$ cat src/ccw_pkg.sv
package ccw_pkg;

  localparam int MaxNodes    = 64;
  localparam int FracBits    = 30;
  localparam int CountW      = 7;
  localparam int IndexW      = 6;
  localparam int WeightW     = 31;
  localparam int SumDepth    = MaxNodes / 2 + 1;
  localparam int AddrW       = $clog2(SumDepth);
  localparam int HalfW       = $clog2(MaxNodes / 2);
  localparam int SumW        = 40;
  localparam int ChebW       = 34;
  localparam int AngW        = 33;
  localparam int CordicSteps = FracBits + 2;
  localparam int StepW       = $clog2(CordicSteps);
  localparam int DivNW       = 37;
  localparam int DivDW       = 2 * HalfW + 2;
  localparam int DivCntW     = $clog2(DivNW);
  localparam int MagW        = 33;
  localparam int ProdW       = 2 * MagW;

  // pi in Q.30, rounded
  localparam logic [31:0] PiQ = 32'hC90FDAA2;
  // CORDIC start x: gain 0x9B74EDA8 (Q0.32) moved to Q.30
  localparam logic signed [ChebW-1:0] CordicGain = 34'sd652032874;
  localparam logic signed [ChebW-1:0] ChebOne    = 34'sd1073741824;
  localparam logic signed [SumW-1:0]  SumOne     = 40'sd1073741824;
  localparam logic [WeightW-1:0] WeightMax = 31'h7FFF_FFFF;
  localparam logic [WeightW-1:0] WeightOne = 31'd1073741824;

  // arctan(2^-k) in Q.30
  function automatic logic [AngW-1:0] atan_q(input logic [StepW-1:0] k);
    logic [AngW-1:0] r;
    unique case (k)
      5'd0:    r = 33'd843314857;
      5'd1:    r = 33'd497837829;
      5'd2:    r = 33'd263043837;
      5'd3:    r = 33'd133525159;
      5'd4:    r = 33'd67021687;
      5'd5:    r = 33'd33543516;
      5'd6:    r = 33'd16775851;
      5'd7:    r = 33'd8388437;
      5'd8:    r = 33'd4194283;
      5'd9:    r = 33'd2097149;
      5'd31:   r = 33'd1;
      default: r = 33'd1 << (StepW'(FracBits) - k);
    endcase
    return r;
  endfunction

  typedef enum logic [3:0] {
    S_IDLE, S_ONE, S_FACT_GO, S_FACT_WAIT, S_ANG_GO, S_ANG_WAIT, S_CORDIC, S_SEED,
    S_MUL1, S_CK, S_MUL2, S_ACC, S_WRD, S_WGO, S_WDIV, S_WOUT
  } ccw_state_e;

  typedef enum logic [1:0] {DIV_FACTOR, DIV_ANGLE, DIV_WEIGHT} ccw_div_sel_e;

  typedef enum logic [1:0] {MUL_NONE, MUL_CHEB, MUL_TERM} ccw_mul_sel_e;

  typedef struct packed {
    logic              div_go;
    ccw_div_sel_e      div_sel;
    logic              take_factor;
    logic              cordic_go;
    logic              seed;
    ccw_mul_sel_e      mul_sel;
    logic              step_cheb;
    logic              t_from_cos;
    logic              mem_rd;
    logic              acc;
    logic              first;
    logic              sums_zero;
    logic              out_load;
    logic              out_one;
    logic              double_w;
    logic              last;
    logic [IndexW-1:0] m;
    logic [HalfW-1:0]  i;
    logic [AddrW-1:0]  addr;
    logic [IndexW-1:0] k;
  } ccw_cmd_t;

  typedef struct packed {
    logic div_done;
    logic cordic_done;
    logic out_free;
  } ccw_status_t;

endpackage

$ cat src/ccw_ctrl.sv
module ccw_ctrl import ccw_pkg::*; (
  input  logic              clk_i,
  input  logic              rst_ni,
  input  logic              in_valid_i,
  output logic              in_stall_o,
  input  logic [CountW-1:0] node_count_i,
  input  ccw_status_t       status_i,
  output ccw_cmd_t          cmd_o
);

  ccw_state_e        state_q, state_d;
  logic [IndexW-1:0] m_q, m_d, k_q, k_d, jj, m_new;
  logic [HalfW-1:0]  half_q, half_d, i_q, i_d, j_q, j_d;

  assign m_new = IndexW'(node_count_i - CountW'(1));

  // mirror node index onto the stored half
  always_comb begin
    jj = m_q - k_q;
    if (jj > IndexW'(half_q)) jj = k_q;
  end

  always_ff @(posedge clk_i or negedge rst_ni) begin
    if (!rst_ni) begin
      state_q <= S_IDLE;
      m_q     <= '0;
      half_q  <= '0;
      i_q     <= '0;
      j_q     <= '0;
      k_q     <= '0;
    end else begin
      state_q <= state_d;
      m_q     <= m_d;
      half_q  <= half_d;
      i_q     <= i_d;
      j_q     <= j_d;
      k_q     <= k_d;
    end
  end

  always_comb begin
    state_d = state_q;
    m_d     = m_q;
    half_d  = half_q;
    i_d     = i_q;
    j_d     = j_q;
    k_d     = k_q;
    cmd_o   = '0;
    cmd_o.div_sel = DIV_FACTOR;
    cmd_o.mul_sel = MUL_NONE;
    cmd_o.m       = m_q;
    cmd_o.i       = i_q;
    cmd_o.k       = k_q;
    cmd_o.addr    = AddrW'(j_q);
    in_stall_o    = (state_q != S_IDLE);

    unique case (state_q)
      S_IDLE: begin
        if (in_valid_i) begin
          if (node_count_i == CountW'(1)) begin
            state_d = S_ONE;
          end else if (node_count_i >= CountW'(2) &&
                       node_count_i <= CountW'(MaxNodes)) begin
            m_d    = m_new;
            half_d = HalfW'(m_new >> 1);
            i_d    = HalfW'(1);
            k_d    = '0;
            state_d = (m_new >> 1) == '0 ? S_WRD : S_FACT_GO;
          end
        end
      end
      S_ONE: begin
        cmd_o.out_one  = 1'b1;
        cmd_o.out_load = 1'b1;
        if (status_i.out_free) state_d = S_IDLE;
      end
      S_FACT_GO: begin
        cmd_o.div_go = 1'b1;
        state_d      = S_FACT_WAIT;
      end
      S_FACT_WAIT: begin
        if (status_i.div_done) begin
          cmd_o.take_factor = 1'b1;
          state_d           = S_ANG_GO;
        end
      end
      S_ANG_GO: begin
        cmd_o.div_go  = 1'b1;
        cmd_o.div_sel = DIV_ANGLE;
        state_d       = S_ANG_WAIT;
      end
      S_ANG_WAIT: begin
        cmd_o.div_sel = DIV_ANGLE;
        if (status_i.div_done) begin
          cmd_o.cordic_go = 1'b1;
          state_d         = S_CORDIC;
        end
      end
      S_CORDIC: begin
        cmd_o.div_sel = DIV_ANGLE;
        if (status_i.cordic_done) state_d = S_SEED;
      end
      S_SEED: begin
        cmd_o.div_sel = DIV_ANGLE;
        cmd_o.seed    = 1'b1;
        j_d           = '0;
        state_d       = S_MUL2;
      end
      S_MUL1: begin
        cmd_o.mul_sel = MUL_CHEB;
        state_d       = S_CK;
      end
      S_CK: begin
        cmd_o.step_cheb = 1'b1;
        state_d         = S_MUL2;
      end
      S_MUL2: begin
        cmd_o.mul_sel = MUL_TERM;
        cmd_o.mem_rd  = 1'b1;
        state_d       = S_ACC;
      end
      S_ACC: begin
        cmd_o.acc   = 1'b1;
        cmd_o.first = (i_q == HalfW'(1));
        if (j_q == half_q) begin
          if (i_q == half_q) begin
            k_d     = '0;
            state_d = S_WRD;
          end else begin
            i_d     = i_q + 1'b1;
            state_d = S_FACT_GO;
          end
        end else begin
          j_d = j_q + 1'b1;
          if (j_q == '0) begin
            cmd_o.t_from_cos = 1'b1;
            state_d          = S_MUL2;
          end else begin
            state_d = S_MUL1;
          end
        end
      end
      S_WRD: begin
        cmd_o.mem_rd = 1'b1;
        cmd_o.addr   = AddrW'(jj);
        state_d      = S_WGO;
      end
      S_WGO: begin
        cmd_o.div_go    = 1'b1;
        cmd_o.div_sel   = DIV_WEIGHT;
        cmd_o.sums_zero = (half_q == '0);
        cmd_o.double_w  = (k_q != '0) && (k_q != m_q);
        state_d         = S_WDIV;
      end
      S_WDIV: begin
        cmd_o.div_sel = DIV_WEIGHT;
        if (status_i.div_done) state_d = S_WOUT;
      end
      S_WOUT: begin
        cmd_o.div_sel  = DIV_WEIGHT;
        cmd_o.out_load = 1'b1;
        cmd_o.last     = (k_q == m_q);
        if (status_i.out_free) begin
          if (k_q == m_q) begin
            state_d = S_IDLE;
          end else begin
            k_d     = k_q + 1'b1;
            state_d = S_WRD;
          end
        end
      end
      default: state_d = S_IDLE;
    endcase
  end

endmodule

$ cat config.mk
export PLATFORM = sky130hd
export DESIGN_NAME = ccw_ctrl
export DESIGN_NICKNAME = d
export VERILOG_FILES = /design/src/ccw_pkg.sv /design/src/ccw_ctrl.sv
export SDC_FILE = /design/constraint.sdc
export NUM_CORES = 1
export LEC_CHECK = 0
export ABC_AREA = 1
export BUFFER_PORTS_ARGS = -buffer_cell sky130_fd_sc_hd__buf_2
export CAP_MARGIN = 20
export CORE_ASPECT_RATIO = 0.7
export CORE_UTILIZATION = 56
export DETAILED_ROUTE_END_ITERATION = 10
export PLACE_DENSITY = 0.91
export SLEW_MARGIN = 20
export SYNTH_ARGS = -nofsm -noshare
export SYNTH_HDL_FRONTEND = slang
export SYNTH_SLANG_ARGS = --single-unit
$ cat constraint.sdc
create_clock -name clk_i -period 3.2 [get_ports clk_i]
set_clock_uncertainty 0.05 [all_clocks]
set_input_delay 0.64 -clock clk_i [delete_from_list [all_inputs] [get_ports clk_i]]
set_output_delay 0.64 -clock clk_i [all_outputs]
set_load 0.05 [all_outputs]
==> results.json <==
{
  "holdWs_ps": 314,
  "n_fill_cell": 315,
  "critPathKind": "flop to output pin",
  "die_h_um": 59.4,
  "fp.dieW_um": 84.0,
  "finalCriticalPeriod_ps": 3540,
  "top_level_ports": 55,
  "die_area_mm2": 0.00499,
  "final_common_cell": "nand2_1",
  "setup_violations": 6,
  "ant_nets": 0,
  "clock-root-buffer": "clkbuf_8",
  "power.density_mw_per_mm2": 170,
  "synth.distinct_cells": 30,
  "critPathLaunch": "m_q[0]$_DFFE_PN0P_",
  "syn2layout_area_growth_pct": 31.0,
  "status": "finished, violations left",
  "worstPathCellList": "inv_2 -> ha_4 -> inv_2 -> fa_2 -> nand3_2 -> nand2_2 -> or2_4 -> nand2_4 -> inv_4 -> ha_4 -> nand4_1 -> nand2_4 -> nand2_4 -> nand2_2 -> nand3_2 -> nand2_4 -> buf_8",
  "critPathMaxFanout": 6,
  "drcViolationCount": 4,
  "clockBufferDepth": 2,
  "cts.sinks": 26,
  "portBuffers": 54,
  "max_stage_delay_ps": 420,
  "r2r-start": "m_q[4]$_DFFE_PN0P_",
  "ys_warn_count": 0,
  "muxShareOfSynthArea_pct": 0,
  "fin_ws_ps": -342,
  "cts_buffers": 3,
  "nets": 531,
  "dp_cells": 544,
  "cts_tree": "built",
  "grt_pass1_wl_um": 12500,
  "vias": 3081,
  "fin_cells": 551,
  "fmax_mhz": 282,
  "wl_um": 7800,
  "synth-seq-cells": 26,
  "yosysTopAreaCellShare_pct": 24.7,
  "h-tree-depth": 1,
  "wire_per_inst_um": 14.2,
  "synth_top_family_by_area": "simple AND/OR/NAND/NOR gates",
  "register_area_um2": 659,
  "clock_latency_ps": 280,
  "num_antenna_cells": 0,
  "critPathLaunchType": "flop",
  "cap_violations": 0,
  "yosys.area_share.adder_pct": 10.2,
  "yosys.area.top_type": "dfrtp_1",
  "clk_pin_slew_ps": 100,
  "layout-drive-gt1-share_pct": 31.3,
  "multi_input_area_mm2": 0.00193,
  "grt_max_degree": 27,
  "cp_slowest_cell": "dfrtp_2",
  "ir_worst_vdd_mv": 0.198,
  "synth_xor_area_share_pct": 3.98,
  "grt_pass1_vias": 2705,
  "start_util_pct": 59.5,
  "most-common-layout-cells": "nand2_1 (118), inv_1 (51), buf_2 (48), nor2_1 (38), nand3_1 (37)",
  "dp_hpwl_um": 5980,
  "crit_required_ps": 2510,
  "avgSynthCellArea_um2": 6.29,
  "synth_compound_area_share_pct": 7.12,
  "netlist_top_cells_area": "dfrtp_1 (25%), nand2_1 (19%), ha_1 (9.5%), nand3_1 (8.5%), inv_1 (8.0%)",
  "fin_crit_sh_pct": 111,
  "dp_slack_ps": -149,
  "viasPerCell": 5.59,
  "track_usage_pct": 32.2,
  "drt_iter0_drc": 266,
  "p_leak_uw": 0.00183,
  "rsz0062_at_grt": "true",
  "syn_area_mm2": 0.00264,
  "synth-simple-area-share_pct": 44.3,
  "antenna_found_initial": 0,
  "tightestPinTransition_ps": 730,
  "slew_viol_final": 0,
  "rows": 20,
  "hold_violations": 0,
  "setup.worst_path.end_class": "output pin",
  "core_mm2": 0.00443,
  "ys_seq_area_share_pct": 24.7,
  "synth_cells": 419,
  "grt_overflow_total": 0,
  "gp_congestion": 0.927,
  "cp.arrival_ps": 2850,
  "hold_path_class": "primary input to asynchronous set/reset pin",
  "dr.pass1.iters": 8,
  "crit_top_cell": "nand2_4",
  "synth.net_count": 453,
  "violations": "design-rule violations, negative setup slack",
  "max_slew_margin_pct": 51.2
}
==> synthesized netlist by cell type, drive strengths merged <==
library cell	instances
nor4	1
buf	3
nor3b	2
a21oi	15
o21ai	15
o31ai	1
inv	64
a21boi	1
or2	2
nand2	145
nor3	3
xor2	6
o21bai	1
nand3b	3
fa	1
nor2	46
nand3	47
dfrtp	26
xnor2	6
nand4	9
ha	20
o211ai	2
==> path summary, 6_finish.rpt <==
check / to / slack [ps] / depth (start not counted)
setup / recovery: cmd_o[8] / -340 / 17
hold / removal: m_q[0]$_DFFE_PN0P_ / 310 / 1
setup reg to reg: state_q[3]$_DFFE_PN0P_ / 1140 / 11
hold reg to reg: i_q[4]$_DFFE_PN0P_ / 540 / 2
max in group asynchronous: k_q[3]$_DFFE_PN0P_ / 2340 / 1
min in group clk_i: i_q[4]$_DFFE_PN0P_ / 540 / 2
==> repair_timing <==
item	in CTS	in global routing
setup endpoints to repair	6	6
buffers inserted	2	1
gates resized for setup	31	15
hold buffers	0	0
pin swaps	10	14
==> state kept, by name, summed over array words and instances, names as in the netlist <==
register / flops
k_q: 6
state_q: 4
i_q: 5
m_q: 6
j_q: 5
==> stage by stage <==
stage               TNS (ps)  total power (uW)  area (um2)  utilization, %
finish                 -1870               587        3460            78.0
global route           -2420               608        3460            78.0
CTS                    -1730               585        3390            76.5
detailed placement      -732               372        3210            72.4
global placement       -9.56               372        3210            72.4
floorplan              -27.8               352        2740               -
==> worst max-delay path, delay by kind of cell, from the launching register on <==
kind,cells,cell delay [ps]
and+or+nand+nor,10,1140
adders and majority gates,3,740
DFF,1,420
buffers and inverters,4,280
==> power by group <==
part,leakage [uW],switching [uW],internal (uW)
Combinational,0.00149,25.5,12.1
Clock,0.0000288,111,110
Sequential,0.000311,0,328
Total,0.00183,136,451
==> layout make-up <==
| cell class | count | area share [%] |
|---|---|---|
| repair buffers | 76 | 14.4 |
| well taps | 55 | 1.99 |
| flip-flops and latches | 26 | 19.1 |
| inverters | 64 | 7.10 |
| multi-input cells | 326 | 55.8 |
| clock buffers | 4 | 1.59 |
==> cells by family (layout without fill, tap and decap cells) <==
logic type / after synthesis / after routing
DFF: 26 / 26
AOI/OAI and AO/OA: 35 / 35
buffers and inverters: 67 / 144
and+or+nand+nor: 258 / 258
xor gates and xnor gates: 12 / 12
adders and majority gates: 21 / 21
==> per-layer routing <==
layer	global-route usage (%)	up-vias	wire length, um
li1	-	1484	-
met1	42.7	1412	3360
met2	55.7	175	3590
met3	6.41	10	748
met4	6.40	0	104
met5	0	-	0
No activity file was read; power rests on OpenSTA's default activity.
